### src/hw/rtl/assert_macros.svh
// Assertion macros used by mb5_core; each expects clk and arst_n in scope.
`ifndef ASSERT_MACROS_SVH
`define ASSERT_MACROS_SVH

// Same-cycle implication.
`define ASSERT_IMP(label, ante, cons) \
	label: assert property (@(posedge clk) disable iff (!arst_n) (ante) |-> (cons)) \
		else $error("same-cycle implication violated");

// Next-cycle implication.
`define ASSERT_NEXT(label, ante, cons) \
	label: assert property (@(posedge clk) disable iff (!arst_n) (ante) |=> (cons)) \
		else $error("next-cycle implication violated");

// Plain invariant.
`define ASSERT_ALWAYS(label, cond) \
	label: assert property (@(posedge clk) disable iff (!arst_n) (cond)) \
		else $error("invariant violated");

`endif

### src/hw/rtl/mb5_pkg.sv
// Shared types and constants of the degree-5 multibrot escape-time unit.
package mb5_pkg;

	localparam int FRAC_BITS = 28;
	localparam int C_W       = 32;
	localparam int Z_W       = 36;
	localparam int OP_W      = 33;
	localparam int LANE_W    = 2 * OP_W - FRAC_BITS;
	localparam int SUM_W     = 42;
	localparam int IDX_W     = 20;
	localparam int CNT_W     = 10;
	localparam int VAL_W     = 32;
	localparam int STEP_W    = 31;
	localparam int CSTEP_W   = 24;
	localparam int COORD_W   = 10;
	localparam int CFG_IDX_W = 3;
	localparam int NUM_LANES = 6;

	localparam logic [CFG_IDX_W-1:0] REG_ORIGIN_REAL     = 3'd0;
	localparam logic [CFG_IDX_W-1:0] REG_ORIGIN_IMAG     = 3'd1;
	localparam logic [CFG_IDX_W-1:0] REG_PIXEL_STEP      = 3'd2;
	localparam logic [CFG_IDX_W-1:0] REG_ITERATION_LIMIT = 3'd3;
	localparam logic [CFG_IDX_W-1:0] REG_COLOR_STEP      = 3'd4;

	localparam logic signed [C_W-1:0] C_MAX = 32'sh7FFF_FFFF;
	localparam logic signed [C_W-1:0] C_MIN = 32'sh8000_0000;
	localparam logic signed [Z_W-1:0] Z_MAX = 36'sh7_FFFF_FFFF;
	localparam logic signed [Z_W-1:0] Z_MIN = 36'sh8_0000_0000;
	// 2.0 and -2.0 in Q8.28: the escape bound on a single component.
	localparam logic signed [Z_W-1:0] Z_TWO     = 36'sh0_2000_0000;
	localparam logic signed [Z_W-1:0] Z_NEG_TWO = 36'shF_E000_0000;
	// 4.0 in Q28 at the width of a sum of two squares.
	localparam logic signed [OP_W:0]  SQ_FOUR   = 34'sh4000_0000;

	typedef logic signed [OP_W-1:0]   op_t;
	typedef logic signed [LANE_W-1:0] lane_t;

	typedef struct packed {
		logic [IDX_W-1:0]        pixel_index;
		logic signed [C_W-1:0]   c_re;
		logic signed [C_W-1:0]   c_im;
	} job_t;

	typedef struct packed {
		logic [IDX_W-1:0] pixel_index;
		logic [CNT_W-1:0] iteration_count;
		logic             reached_limit;
		logic [VAL_W-1:0] pixel_value;
	} result_t;

endpackage

### src/hw/rtl/mb5_front.sv
// Front end: takes pixel coordinates and forms the complex constant and image address.
module mb5_front #(
	parameter int IMAGE_SIDE = 1024
) (
	input  logic                                 clk,
	input  logic                                 arst_n,
	input  logic                                 push,
	input  logic [mb5_pkg::COORD_W-1:0]          pixel_x,
	input  logic [mb5_pkg::COORD_W-1:0]          pixel_y,
	output logic                                 full,
	input  logic signed [mb5_pkg::C_W-1:0]       origin_real,
	input  logic signed [mb5_pkg::C_W-1:0]       origin_imag,
	input  logic [mb5_pkg::STEP_W-1:0]           pixel_step,
	output logic                                 job_wr,
	output mb5_pkg::job_t                        job,
	input  logic                                 job_full
);

	localparam int PROD_W = mb5_pkg::COORD_W + mb5_pkg::STEP_W;
	localparam int CSUM_W = PROD_W + 2;

	logic                          valid_q;
	logic [mb5_pkg::COORD_W-1:0]   x_s1;
	logic [mb5_pkg::COORD_W-1:0]   y_s1;
	logic                          load;
	logic [PROD_W-1:0]             off_re;
	logic [PROD_W-1:0]             off_im;
	logic signed [CSUM_W-1:0]      sum_re;
	logic signed [CSUM_W-1:0]      sum_im;
	logic [31:0]                   idx_wide;

	function automatic logic signed [mb5_pkg::C_W-1:0] sat_c(input logic signed [CSUM_W-1:0] v);
		logic signed [mb5_pkg::C_W-1:0] r;
		if (v > CSUM_W'(mb5_pkg::C_MAX)) begin
			r = mb5_pkg::C_MAX;
		end else if (v < CSUM_W'(mb5_pkg::C_MIN)) begin
			r = mb5_pkg::C_MIN;
		end else begin
			r = v[mb5_pkg::C_W-1:0];
		end
		return r;
	endfunction

	assign full = valid_q && job_full;
	assign load = push && !full;

	assign off_re   = PROD_W'(x_s1) * PROD_W'(pixel_step);
	assign off_im   = PROD_W'(y_s1) * PROD_W'(pixel_step);
	assign sum_re   = CSUM_W'(origin_real) + $signed({2'b00, off_re});
	assign sum_im   = CSUM_W'(origin_imag) + $signed({2'b00, off_im});
	assign idx_wide = 32'(y_s1) * 32'(IMAGE_SIDE) + 32'(x_s1);

	assign job_wr           = valid_q;
	assign job.pixel_index  = idx_wide[mb5_pkg::IDX_W-1:0];
	assign job.c_re         = sat_c(sum_re);
	assign job.c_im         = sat_c(sum_im);

	always_ff @(posedge clk) begin
		if (load) begin
			x_s1 <= pixel_x;
			y_s1 <= pixel_y;
		end
	end

	always_ff @(posedge clk or negedge arst_n) begin
		if (!arst_n) begin
			valid_q <= 1'b0;
		end else if (load) begin
			valid_q <= 1'b1;
		end else if (valid_q && !job_full) begin
			valid_q <= 1'b0;
		end
	end

endmodule

### config.mk
export PLATFORM = sky130hd
export DESIGN_NAME = mb5_front
export DESIGN_NICKNAME = d
export VERILOG_FILES = /design/src/hw/rtl/assert_macros.svh /design/src/hw/rtl/mb5_pkg.sv /design/src/hw/rtl/mb5_front.sv
export SDC_FILE = /design/constraint.sdc
export NUM_CORES = 2
export LEC_CHECK = 0
export ABC_CLOCK_PERIOD_IN_PS = 14600
export BUFFER_PORTS_ARGS = -buffer_cell sky130_fd_sc_hd__buf_2
export CORE_MARGIN = 8
export CORE_UTILIZATION = 55
export DETAILED_ROUTE_END_ITERATION = 7
export MAX_ROUTING_LAYER = met4
export PLACE_DENSITY = 0.74
export SLEW_MARGIN = 5
export SYNTH_ARGS = -nofsm -noshare
export SYNTH_HDL_FRONTEND = slang
export SYNTH_SLANG_ARGS = --single-unit
### constraint.sdc
create_clock -name clk -period 14.6 [get_ports clk]
set_input_delay 2.19 -clock clk [delete_from_list [all_inputs] [get_ports clk]]
set_output_delay 2.19 -clock clk [all_outputs]
set_load 0.01 [all_outputs]
======== Word-level counts from Yosys, hierarchy flattened ========
Index checks and enable logic that the tools add are counted.
W data, S select, Z words.
word-level totals
  flip-flop bits (word level) ............. 21
  input port bits ......................... 119
  output and inout port bits .............. 86
  word-level logic and storage cells ...... 24
cells by class
  add/sub/neg operators ................... 3
  $mul .................................... 2
  magnitude comparators ................... 4
  mux-type cells .......................... 6
  reduce and logical (&&, ||, !) cells .... 6
operator list
  operator                number
  $mux W32                4
  $add A32 B42 Y43        2
  $gt A43 B32 Y1 const B  2
  $lt A43 B32 Y1 const B  2
  $mul A10 B31 Y41        2
  $add A20 B10 Y20        1
  $logic_and A1 B1 Y1     3
  $logic_not A1 Y1        2
  $mux W1                 2
  $reduce_bool A2 Y1      1

======== Depth between registers and ports, before layout ========
  word-level depth ........................ 5
  depth in mapped cells ................... 38
  depth with buffers taken out ............ 35

======== Worst setup path before layout ========
No wires, ideal clock.
  path kind ............................... input port to output port
  from .................................... input port pixel_step[5] (netlist bit)
  to ...................................... output port job[34] (netlist bit)
  arrival time ............................ 10.177 ns
  required time ........................... 12.410 ns
  setup slack ............................. 2.233 ns
  stages .................................. 35
  path buffers ............................ 2
  cell sequence ........................... clkbuf_1 -> nand2_1 -> fa_1 -> inv_1 -> fa_1 -> inv_1 -> fa_1 -> inv_1 -> fa_1 -> fa_1 -> ha_1 -> a2111oi_0 -> o21ai_0 -> nand4_1 -> a31oi_1 -> o21a_1 -> o21ai_0 -> nand2b_1 -> a31oi_1 -> o21ai_0 -> a21oi_1 -> xnor2_1 -> ha_1 -> a21oi_1 -> o211ai_1 -> a21bo_2 -> o21bai_1 -> and4_1 -> and3_1 -> a2111o_1 -> a31oi_1 -> xnor2_1 -> a41o_1 -> clkbuf_1 -> o21ai_0
RTL lines
  item                line             text
  start: declaration  mb5_front.sv:13  input logic [mb5_pkg::STEP_W-1:0] pixel_step,
  end: declaration    mb5_front.sv:15  output mb5_pkg::job_t job,

==> impl_metrics.yaml <==
critical_path:
  setup.worst_path.start_class: "input pin"
  cp_slowest_cell: "a41o_1"
  cp.required_ns: 12.41
  cp_max_fo: 31
  worstSetupEndpointType: "output port"
  arrival_ns: 11.60
  critPathKind: "in -> out"
  crit_top_cell: "fa_1"
  slowest_delay_ns: 0.72
die:
  core_um2: 45090
  ioPinCount: 205
  start_util_pct: 55.26
  num_rows: 78
  die_y_um: 228.8
  die_area_um2: 52370
  die_w_um: 228.8
synth:
  synth-simple-area-share_pct: 19.81
  synth-main-ff-cell: "edfxtp_1"
  synthXorXnorAreaFrac_pct: 5.273
  syn_nets: 3797
  synth_top_area_share_pct: 37.12
  postSynthCellCount: 2978
  ys_types: 80
  yosys-top-cells-area: "fa_1, ha_1, and2_1"
  synth_top_family_by_area: "adder cells"
  synth_fa_ha_area_share_pct: 49.07
  syn-mean-instance-area_um2: 8.366
  ys_ff_latch: 21
  syn_area_um2: 24920
  async_flop_share_pct: 4.762
  ys_seq_area_share_pct: 2.511
  synth_area_leader_cell: "fa_1"
  synth_compound_area_share_pct: 14.15
  synth_edf_count: 20
  synth_warnings: 0
  synthMuxAreaShare_pct: 0.08035
cts:
  cts_max_path_buffers: 2
  clock_latency_ns: 0.28
  root_buffer: "clkbuf_16"
  tritoncts: "yes"
  cts_sinks: 21
  cts.reportedPaths.clkPinSlew_ns: 0.08
  cts_resized: 0
  postCtsHoldBufs: 0
  htreeDepth: 1
  cts_buffers: 3
  post_cts_buffers: 0
sta:
  fin_skew_ns: 0.001565
  tns_ns: 0
  hold_viol_final: 0
  tightest_slew_ns: 1.151
  setup_violations: 0
  period_minus_slack_ns: 13.79
  post-route-period-util_pct: 94.45
  rsz0062_at_grt: "false"
  fmax_mhz: 72.52
  finalMaxSlewViolations: 0
  max_slew_margin_pct: 23.25
routing:
  drt_pass1_iterations: 6
  postRouteAntennaNets: 0
  viasPerCell: 5.856
  via_count: 21390
  totalWireLength_mm: 73.20
  route.met2.wl_mm: 38.02
  met1_length_mm: 27.87
  wl_per_cell_um: 20.04
  top_layer_used: "met4"
  met3WireLength_mm: 4.730
  drc: 0
  drt_iter0_drc: 1501
cells_and_area:
  syn_to_final_growth_pct: 5.639
  final_cell_count_no_fill: 3652
  nFillCells: 4038
  fin_nets: 3871
  drive_gt1_share_pct: 8.686
  layout_common_cells: "fa_1, inv_1, nand2_1"
  final_common_cell: "fa_1"
  design_area_um2: 26320
placed_design:
  hpwlAfterDp_mm: 59.80
  dpl_cell_area_um2: 26240
  dp.cells: 3647
  globalplace.congestion: 0.9722
  port_buffers: 204
global_routing:
  track_usage_pct: 28.41
  grt_pass1_vias: 23090
  grt-ovfl-total: 0
  antenna_found_initial: 2
  grt_pass1_wl_mm: 118.7
  grt_max_degree: 33
min_path:
  min_path_type: "reg -> reg"
flow_run:
  maxCapViolCount: 0
outcome:
  outcome: "complete, no violations"
cell families (layout without fill, tap and decap cells):
group / after synthesis / after routing
DFF: 21 / 21
AOI/OAI and AO/OA: 547 / 547
and+or+nand+nor: 964 / 964
muxes: 2 / 2
xor gates and xnor gates: 150 / 150
other: 0 / 1
adders and majority gates: 700 / 700
buffers and inverters: 594 / 667
state kept, by name, summed over array words and instances (netlist names):
name,count
job_wr,1
x_s1,10
y_s1,10
synthesized netlist by cell type (6+ instances only):
library cell  number
o22ai_1            6
edfxtp_1          20
nor2b_1           20
o21a_1            28
or2_2              9
or3_1              9
fa_1             462
and3_1            15
nor4_1             6
nor3_1            29
a211o_1            9
buf_2              7
a21o_1            73
nand2b_1          13
a21boi_0           6
o31ai_1            9
nand4_1           20
nand2_1          360
clkbuf_1         149
a21oi_1          150
o21ai_0          102
o21bai_1          31
ha_1             238
and2_1           354
o21ai_1           30
and4_1             6
inv_1            434
o211ai_1          17
nor2_1            69
a211oi_1          10
a31oi_1           17
xor2_1            57
nand3_1           35
xnor2_1           93
final timing paths:
check / from / endpoint / cells after the start / slack [ns]
min reg2reg: job_wr / job_wr / 2 / 0.66
max in group asynchronous: arst_n / job_wr / 1 / 12.85
min: job_wr / job_wr / 2 / 0.66
max: pixel_step[8] / job[18] / 34 / 0.81
max reg2reg: job_wr / x_s1[6] / 3 / 13.26
min in group asynchronous: arst_n / job_wr / 1 / 1.67
final cells by class:
class / count / area (um^2) / share of cell area (%)
antenna: 1 / 2.502 / 0.009508
multi-input combinational: 2363 / 22020 / 83.68
sequential: 21 / 625.6 / 2.377
inverter: 434 / 1629 / 6.189
tap: 600 / 750.7 / 2.852
clock inverter: 1 / 5.005 / 0.01902
clock buffer: 3 / 75.07 / 0.2852
timing repair buffer: 229 / 1209 / 4.592
metrics by stage:
stage / setup slack [ns] / utilization [%] / hold WS (ns)
floorplan: 2.233 / - / 0.7287
detailed placement: 0.8322 / 58.19 / 0.6355
finish: 0.8100 / 58.38 / 0.6575
global route: 0.1366 / 58.37 / 0.7013
global placement: 1.062 / 58.19 / 0.6152
CTS: 0.8236 / 58.37 / 0.6618
critical path, delay by kind of cell:
kind	cells	cell delay (ns)
AOI/OAI and AO/OA	14	3.42
and+or+nand+nor	7	1.93
xor gates and xnor gates	1	0.14
adders and majority gates	7	3.18
buffers and inverters	5	0.72
layer usage:
metal  vias to the layer above  global-route usage [%]
met3                       176                   3.413
met5                         -                       -
met4                         0                   9.364
met2                       888                   51.25
li1                       9702                       -
met1                     10620                   32.52
Power is not shown: default switching activity piles up to over one toggle a cycle in this logic, so the estimate is an artifact.
