===== src/hw/rtl/assert_macros.svh =====
// Assertion macros used by mb5_core; each expects clk and arst_n in scope.
`ifndef ASSERT_MACROS_SVH
`define ASSERT_MACROS_SVH

// Same-cycle implication.
`define ASSERT_IMP(label, ante, cons) \
	label: assert property (@(posedge clk) disable iff (!arst_n) (ante) |-> (cons)) \
		else $error("same-cycle implication violated");

// Next-cycle implication.
`define ASSERT_NEXT(label, ante, cons) \
	label: assert property (@(posedge clk) disable iff (!arst_n) (ante) |=> (cons)) \
		else $error("next-cycle implication violated");

// Plain invariant.
`define ASSERT_ALWAYS(label, cond) \
	label: assert property (@(posedge clk) disable iff (!arst_n) (cond)) \
		else $error("invariant violated");

`endif


===== src/hw/rtl/mb5_fifo.sv =====
// Small register queue with show-ahead read, used between the stages of the unit.
module mb5_fifo #(
	parameter int WIDTH = 8,
	parameter int DEPTH = 2
) (
	input  logic             clk,
	input  logic             arst_n,
	input  logic             wr_en,
	input  logic [WIDTH-1:0] wr_data,
	output logic             full,
	input  logic             rd_en,
	output logic [WIDTH-1:0] rd_data,
	output logic             empty
);

	localparam int AW = (DEPTH > 1) ? $clog2(DEPTH) : 1;
	localparam int CW = $clog2(DEPTH + 1);

	logic [WIDTH-1:0] mem_q [DEPTH];
	logic [AW-1:0]    wr_ptr_q;
	logic [AW-1:0]    rd_ptr_q;
	logic [CW-1:0]    count_q;
	logic             do_wr;
	logic             do_rd;

	assign full    = (count_q == CW'(DEPTH));
	assign empty   = (count_q == '0);
	assign do_wr   = wr_en && !full;
	assign do_rd   = rd_en && !empty;
	assign rd_data = mem_q[rd_ptr_q];

	always_ff @(posedge clk) begin
		if (do_wr) begin
			mem_q[wr_ptr_q] <= wr_data;
		end
	end

	always_ff @(posedge clk or negedge arst_n) begin
		if (!arst_n) begin
			wr_ptr_q <= '0;
			rd_ptr_q <= '0;
			count_q  <= '0;
		end else begin
			if (do_wr) begin
				wr_ptr_q <= (wr_ptr_q == AW'(DEPTH - 1)) ? '0 : wr_ptr_q + 1'b1;
			end
			if (do_rd) begin
				rd_ptr_q <= (rd_ptr_q == AW'(DEPTH - 1)) ? '0 : rd_ptr_q + 1'b1;
			end
			if (do_wr && !do_rd) begin
				count_q <= count_q + 1'b1;
			end else if (do_rd && !do_wr) begin
				count_q <= count_q - 1'b1;
			end
		end
	end

endmodule


===== config.mk =====
export PLATFORM = sky130hd
export DESIGN_NAME = mb5_fifo
export DESIGN_NICKNAME = d
export VERILOG_FILES = /design/src/hw/rtl/assert_macros.svh /design/src/hw/rtl/mb5_fifo.sv
export SDC_FILE = /design/constraint.sdc
export NUM_CORES = 1
export LEC_CHECK = 0
export CAP_MARGIN = 20
export CELL_PAD_IN_SITES_DETAIL_PLACEMENT = 0
export CELL_PAD_IN_SITES_GLOBAL_PLACEMENT = 1
export CORE_MARGIN = 5
export CORE_UTILIZATION = 29
export CTS_CLUSTER_SIZE = 24
export DETAILED_ROUTE_END_ITERATION = 8
export DONT_BUFFER_PORTS = 1
export GPL_TIMING_DRIVEN = 1
export PLACE_DENSITY = 0.61
export SKIP_LAST_GASP = 1
export SYNTH_ARGS = -nofsm -noshare
export SYNTH_HDL_FRONTEND = slang
export SYNTH_SLANG_ARGS = --single-unit
export TNS_END_PERCENT = 1

===== constraint.sdc =====
create_clock -name clk -period 1.42 [get_ports clk]
set_clock_uncertainty 0.1 [all_clocks]
set_input_delay 0.071 -clock clk [delete_from_list [all_inputs] [get_ports clk]]
set_output_delay 0.071 -clock clk [all_outputs]
set_load 0.05 [all_outputs]

[After elaboration in Yosys (flattened, before gate mapping)]
Memory sizes are Yosys's and may differ from the RTL's.
Cells that the tools add are included.
W data, S select, Z words.
Word-level totals
  register bits after elaboration: 4
  bits in latches: 0
  RAM bits: 16
  memory bits (read-only): 0
  input port bits: 12
  output and inout port bits: 10
  word-level logic and storage cells: 25
  memories: 1
Operators by class
  add/subtract/negate cells: 4
  multipliers: 0
  divide/modulo/power cells: 0
  $lt $le $gt $ge: 0
  equal/unequal tests: 1
  shift-type cells: 0
  multiplexer cells: 6
  bitwise logic cells: 0
  reductions and logical operators: 10
Memory list
  mem_q: words 2, bits a word 8, rd ports 1, clocked after memory_dff 0, write ports 1, RTL line mb5_fifo.sv:19  | logic [WIDTH-1:0] mem_q [DEPTH];
Operators with widths (count)
  $logic_and A1 B1 Y1: 4
  $logic_not A1 Y1: 4
  $mux W1: 4
  $mux W2: 2
  $add A1 B1 Y1 const B: 2
  $add A2 B1 Y2 const B: 1
  $eq A2 B2 Y1 const B: 1
  $logic_not A2 Y1: 1
  $reduce_bool A2 Y1: 1
  $sub A2 B1 Y2 const B: 1

[Longest topological paths before layout]
Gate-level depths: netlist of run 1.
  depth after elaboration: 7
  mapped depth: 7
  mapped depth without buffers: 7

[Worst setup path after synthesis of run 1]
OpenSTA, ideal clock, no wires.
  path kind: register -> register
  start point: register count_q[0]
  end point: memory mem_q[0][0], enable pin
  setup time: 0.370 ns
  data arrival time: 1.022 ns
  required time: 0.950 ns
  slack: -0.072 ns
  cell stages (with the launch flop): 4
  path buffers: 0
  period minus slack after synthesis: 1.492 ns
  cells stage by stage: dfrtp_1 nand2b_1 nand2_2 nor2_1
On the way
  cells in the longest elaborated chain, start to end: 5
Ends and longest elaborated chain
  start, declared: RTL line mb5_fifo.sv:22  | logic [CW-1:0] count_q;
  start signal, assigned: RTL line mb5_fifo.sv:51  | count_q <= count_q + 1'b1;
  start signal, assigned: RTL line mb5_fifo.sv:53  | count_q <= count_q - 1'b1;
  $eq A2 B2 Y1: RTL line mb5_fifo.sv:26  | assign full = (count_q == CW'(DEPTH));
  $logic_not A1 Y1: RTL line mb5_fifo.sv:28  | assign do_wr = wr_en && !full;
  $logic_and A1 B1 Y1: RTL line mb5_fifo.sv:28
  $mux W1: RTL line mb5_fifo.sv:33  | if (do_wr) begin
  $mux W1 (implied by the code): RTL line mb5_fifo.sv:34  | mem_q[wr_ptr_q] <= wr_data;
  end, declared: RTL line mb5_fifo.sv:19
No other way between the ends.

[Worst setup path after layout of run 1]
  start point: register rd_ptr_q
  end point: output port rd_data[3]
On the way
  cells in the longest elaborated chain, start to end: 1
Ends and longest elaborated chain
  start, declared: RTL line mb5_fifo.sv:21  | logic [AW-1:0] rd_ptr_q;
  start signal, assigned: RTL line mb5_fifo.sv:48  | rd_ptr_q <= (rd_ptr_q == AW'(DEPTH - 1)) ? '0 : rd_ptr_q + 1'b1;
  $mem_v2 Z2 W8
  end, declared: RTL line mb5_fifo.sv:12  | output logic [WIDTH-1:0] rd_data,
No other way between the ends.

==> results of run 1 <==
[critical path: stages, from the launching register on]
cell and delay, ns:
dfrtp_2 0.44, buf_4 0.15, mux2_4 0.38
[routing by layer]
layer  wire [um]  part of all wire [%]
met5           0                     0
met4          21                   1.5
met3         132                   9.4
met2         668                    48
met1         575                    41
[placed cells by master, fill, tap and decap left out, drive strengths merged]
cell type,instances
and3,1
buf,11
clkbuf,3
clkinv,1
dfrtp,4
dlygate4sd3,12
edfxtp,16
ha,1
inv,2
mux2,8
nand2,1
nand2b,1
nor2,3
o21ai,1
xnor2,3
xor2,2
[registers in the layout (all words and copies together) (netlist names)]
register and flops:
mem_q 16, count_q 2, rd_ptr_q 1, wr_ptr_q 1
[kinds of logic (layout without fill, tap and decap cells)]
group	after synthesis	count (layout)
mux	8	8
buf+inv	3	29
xor+xnor	5	5
compound gates	1	1
flops	20	20
simple gates	6	6
fa+ha+maj	1	1
[worst max-delay path by stage]
stage / endpoint / cells after the start
after detailed placement: count_q[1] / 6
after global routing: rd_data[3] / 2
after global placement: count_q[1] / 6
final: rd_data[3] / 2
after CTS: rd_data[0] / 1
after floorplan: count_q[1] / 6
[synth_stat cells (all sizes together)]
library cell / n
o21ai: 1
edfxtp: 16
nand2: 1
nor2: 3
nand2b: 1
dfrtp: 4
inv: 2
xnor2: 3
mux2: 8
ha: 1
and3: 1
buf: 1
xor2: 2
[report_power, final]
part / internal, mW / switching, mW / total (mW)
registers: 0.826 / 0.109 / 0.935
clock network: 0.102 / 0.161 / 0.263
logic: 0.594 / 0.817 / 1.41
total: 1.52 / 1.09 / 2.61
[layout make-up]
class                      count  share of cell area, %
clock buffer                   3                   1.98
clock inverter                 1                  0.330
inverter                       2                  0.660
multi-input combinational     21                   22.1
sequential                    20                   51.3
tap                           30                   3.30
timing repair buffer          23                   20.4
[metrics by stage]
step	hold WS, ns	instance area, sq um
floorplan	-0.325	785
CTS	0.112	1050
finish	0.108	1140
global placement	-0.324	887
detailed placement	-0.324	887
global route	0.0877	1140
[repair_timing]
item | CTS | global route
gates cloned | 0 | 0
resized for setup | 8 | 17
hold endpoints to repair | 22 | 0
hold buffers | 12 | 0
pin swaps | 0 | 3
setup endpoints to repair | 17 | 18
setup buffers | 1 | 4
==> metrics, run 1 <==
GRT overflow=0; Clock Pin Slew Worst Setup and Hold Paths=between 0.1 and 0.15 ns; P per Cell Area=~2300 nW/um^2; Synth top area share=about three fifths; FF-to-FF End=count_q[1]; Post-Place Worst Slack=-0.0552 ns; die extent in y=between 60 and 70 um; Worst Slack Setup Final=-0.0246 ns; gpl congestion=0.623; DR WL/cell=around 14 um; first-pass GRT wire length=approximately 2.1 mm; die area=approximately 3800 sq um; Die X=slightly above 60 um; largest net degree at the start of global routing=12; yosys warns=0; worst skew pair latency=0.28 ns; clock buffer depth=2; final WL=1.40 mm; remaining routing DRC violations=0; antenna-violating nets left=0; Least-Margin Pin Slew=0.417 ns; Critical Path End Type=output port; Avg Inst Size Synth=approximately 18 sq um; Worst Path Required=roughly 1.3 ns; Layout area overhead=45.4%; Non-Filler Instances=100; vias in the first global route=about 500; Worst Setup Start Kind=flop; Syn Inst Count=44; post-synthesis xor/xnor area fraction=under 10%; HP Start=wr_en; failing checks=negative setup slack; overall via count from detail_route=around 440; met2 Use GR=between 10% and 20%; CTS tree=yes; Max-Cap Viols=0; multi-input combinational cell area=251 sq um; Util after Layout=~45%; CTS Sinks=20; simple logic cell fraction of the synthesized area=between 3 and 4%; layout cell share with drive strength beyond 1=45.7%; WP data arrival=around 1.3 ns; status=finished with violations; Placeable Area=2520 sq um; Critical path origin=rd_ptr_q; setup TNS=-0.116 ns; post-synthesis compound-gate area fraction=less than 1%; r2r setup slk=0 ns; Initial Util=between 30% and 40%; Fill cells=between 200 and 250; GR Util met1=under 10%; Distinct cells, synth=15; Syn Std Cell Area=just under 800 sq um; reg2reg path depth=6; antenna diode count=0; syn_nets=57; H-tree Lvls=1; clk root buf=clkbuf_4; maximum vdd ir drop=approximately 0.0012 V; total power=between 2 and 3 mW; Pre-Repair DR Iteration Count=5; Worst Hold Class=in -> reg; Max Clk Rate=0.692 GHz; Final setup viols=7; All-Layer GR Usage=8.00%; post-synth top area cell=edfxtp_1; Post-DP HPWL=934 um; Worst Hold Depth=2; RSZ-0062 raised after global routing=true; fin crit period=approximately 1.4 ns; initial antenna violation count=0; Seq/Total Area, Yosys=around 74%; CTS buffer count=3; Leak=approximately 0.45 nW; final hold violations=0; initial drt markers=4; Yosys reg bits=20; Max-slew headroom=between 70% and 80%; critical path class=reg -> out; largest family of logic cells by synthesized area=multiplexers; period utilization=102%; Core Rows=18; post-placement cell count=between 70 and 80; vias per cell=around 4.4; Top-Level Pins=22; synth top area cells=edfxtp_1 61%, dfrtp_1 13%, mux2_1 8.6%; gr busiest metal=met2; Slew Viols, Final=0; adder-cell share of the synthesized area=under 10%; hold endpoint=mem_q[1][7]; port buffer count=0; FF-to-FF Start=count_q[0]; met3 global-route usage=under 10%; crit-path max FO=4; mux cell area share after synthesis=about 12%; Nets=84; FF/Latch Area=approximately 580 sq um
Power figures use the tool's default switching activity.
==> inputs of run 2 (changes only) <==
BUFFER_PORTS_ARGS = -buffer_cell sky130_fd_sc_hd__buf_2   (was default)
DONT_BUFFER_PORTS = default   (was 1)
PLACE_DENSITY = 0.7   (was 0.61)
==> metrics, run 2 (synthesized netlist as in run 1, its figures left out) <==
status=finished with violations; failing checks=negative setup slack; Buf/Inv on CP=2; total power=between 2 and 3 mW; RSZ-0062 raised after global routing=true; port buffer count=21; gpl congestion=around 0.70; Final setup viols=9; clock buffer depth=2; kind of cell adding the most delay to the critical path=flip-flops; antenna-violating nets left=0; Leak=around 0.55 nW; Slew Viols, Final=0; first-pass GRT wire length=around 2.4 mm; clk root buf=clkbuf_4; Clock Pin Slew Worst Setup and Hold Paths=0.11 ns; die area=3840 sq um; commonest non-fill, non-tap cells in the layout=16 x edfxtp_1, 13 x buf_2, 10 x dlygate4sd3_1; final WL=around 1.5 mm; Util after Layout=about half; vias per cell=~4.2; DR WL/cell=about 12 um; CTS buffer count=3; Max Clk Rate=0.661 GHz; Max-slew headroom=72.0%; Max-Cap Viols=0; Worst Hold Class=in -> reg; Worst Slack Setup Final=-0.0920 ns; Layout area overhead=59.4%; Least-Margin Pin Slew=~0.42 ns; H-tree Lvls=1; critical-path cell list=buf_6 -> mux2_4 -> buf_8; Worst Hold Depth=4; CTS tree=yes; maximum vdd ir drop=around 0.0013 V; Critical-path top delay cell=dfrtp_2; initial antenna violation count=0; CTS Sinks=20; P per Cell Area=2350 nW/um^2; layout cell share with drive strength beyond 1=between 50 and 60%; Core Rows=18; largest registers=mem_q: 16 flops, count_q: 2 flops; slowest stage delay, CP=between 0.4 and 0.5 ns; Initial Util=approximately 31%; antenna diode count=0; GRT overflow=0; All-Layer GR Usage=8.74%; Critical Path End Type=output port; worst skew pair latency=between 0.2 and 0.3 ns; crit-path max FO=4; initial drt markers=4; vias in the first global route=between 500 and 600; overall via count from detail_route=505; Top-Level Pins=22; most common cell after layout, fill and taps aside=edfxtp_1; Nets=roughly 100; Reg with most FFs=mem_q; critical path class=reg -> out; Pre-Repair DR Iteration Count=2; Fill cells=between 200 and 250; period utilization=106%; Die X=roughly 62 um; final hold violations=0; max reg flops=16; fin crit period=between 1.5 and 2 ns; Worst Path Required=1.25 ns; WP data arrival=1.34 ns; final hold slack=~0.041 ns; Worst path depth=3; Placeable Area=~2500 sq um; die extent in y=around 62 um; remaining routing DRC violations=0; reg2reg path depth=6; largest net degree at the start of global routing=13; Post-DP HPWL=roughly 950 um; Worst Setup Start Kind=flop; r2r setup slk=-0.03 ns
## run 2: cell types whose count changed in the layout (fill, tap and decap cells not counted), sizes merged
cell	delta
bufinv	+1
clkinv	-1
buf	+21
dlygate4sd3	-2
## run 2: area by class of cell
class	instances	area, sq um	share of cell area [%]
clock buffer	3	22.5	1.81
clock inverter	1	30.0	2.41
inverter	2	7.51	0.602
multi-input combinational	21	218	17.5
sequential	20	582	46.7
tap	30	37.5	3.01
timing repair buffer	42	349	28.0
## run 2: per-layer routing
metal  track usage (%)  part of all wire (%)  vias to the layer above
met1              10.5                    44                      236
met2              15.1                    50                       17
met3              2.48                   6.0                        0
met5                 0                     0                        -
li1                  -                     -                      252
met4              2.73                     0                        0
## run 2: timing repair
item,in CTS,in global routing
gates cloned,0,0
endpoints found under the setup margin,17,28
gates resized for setup,25,3
setup buffers,4,0
hold buffers,10,0
endpoints found under the hold margin,20,0
## run 2: worst reg2reg max path, cell delays in order (launching register included)
cell,delay (ns)
dfrtp_1,0.41
nand2b_1,0.18
nand2_2,0.08
inv_1,0.04
ha_1,0.30
nor2_1,0.13
xor2_1,0.14
## run 2: where the power goes
part	internal (mW)	switching, mW	total, mW
registers	0.823	0.0704	0.893
logic	0.720	0.859	1.58
clock network	0.285	0.171	0.456
total	1.83	1.10	2.93
## run 2: path summary, 6_finish.rpt
check	start	endpoint
worst min-delay path	wr_en	wr_ptr_q
worst max register to register	count_q[0]	count_q[1]
min in group asynchronous	arst_n	wr_ptr_q
worst max-delay path	rd_ptr_q	rd_data[2]
worst min register to register	wr_ptr_q	wr_ptr_q
max in group asynchronous	arst_n	rd_ptr_q
## run 2: metrics by stage
stage | std cells | area, sq um | setup slack (ns) | setup TNS, ns
finish | 119 | 1250 | -0.0920 | -0.646
global route | 119 | 1250 | -0.140 | -2.27
CTS | 119 | 1230 | -0.0961 | -0.833
detailed placement | 101 | 975 | -0.0302 | -0.0302
global placement | 101 | 975 | 0.0221 | 0
floorplan | 44 | 785 | -0.0560 | -0.0560
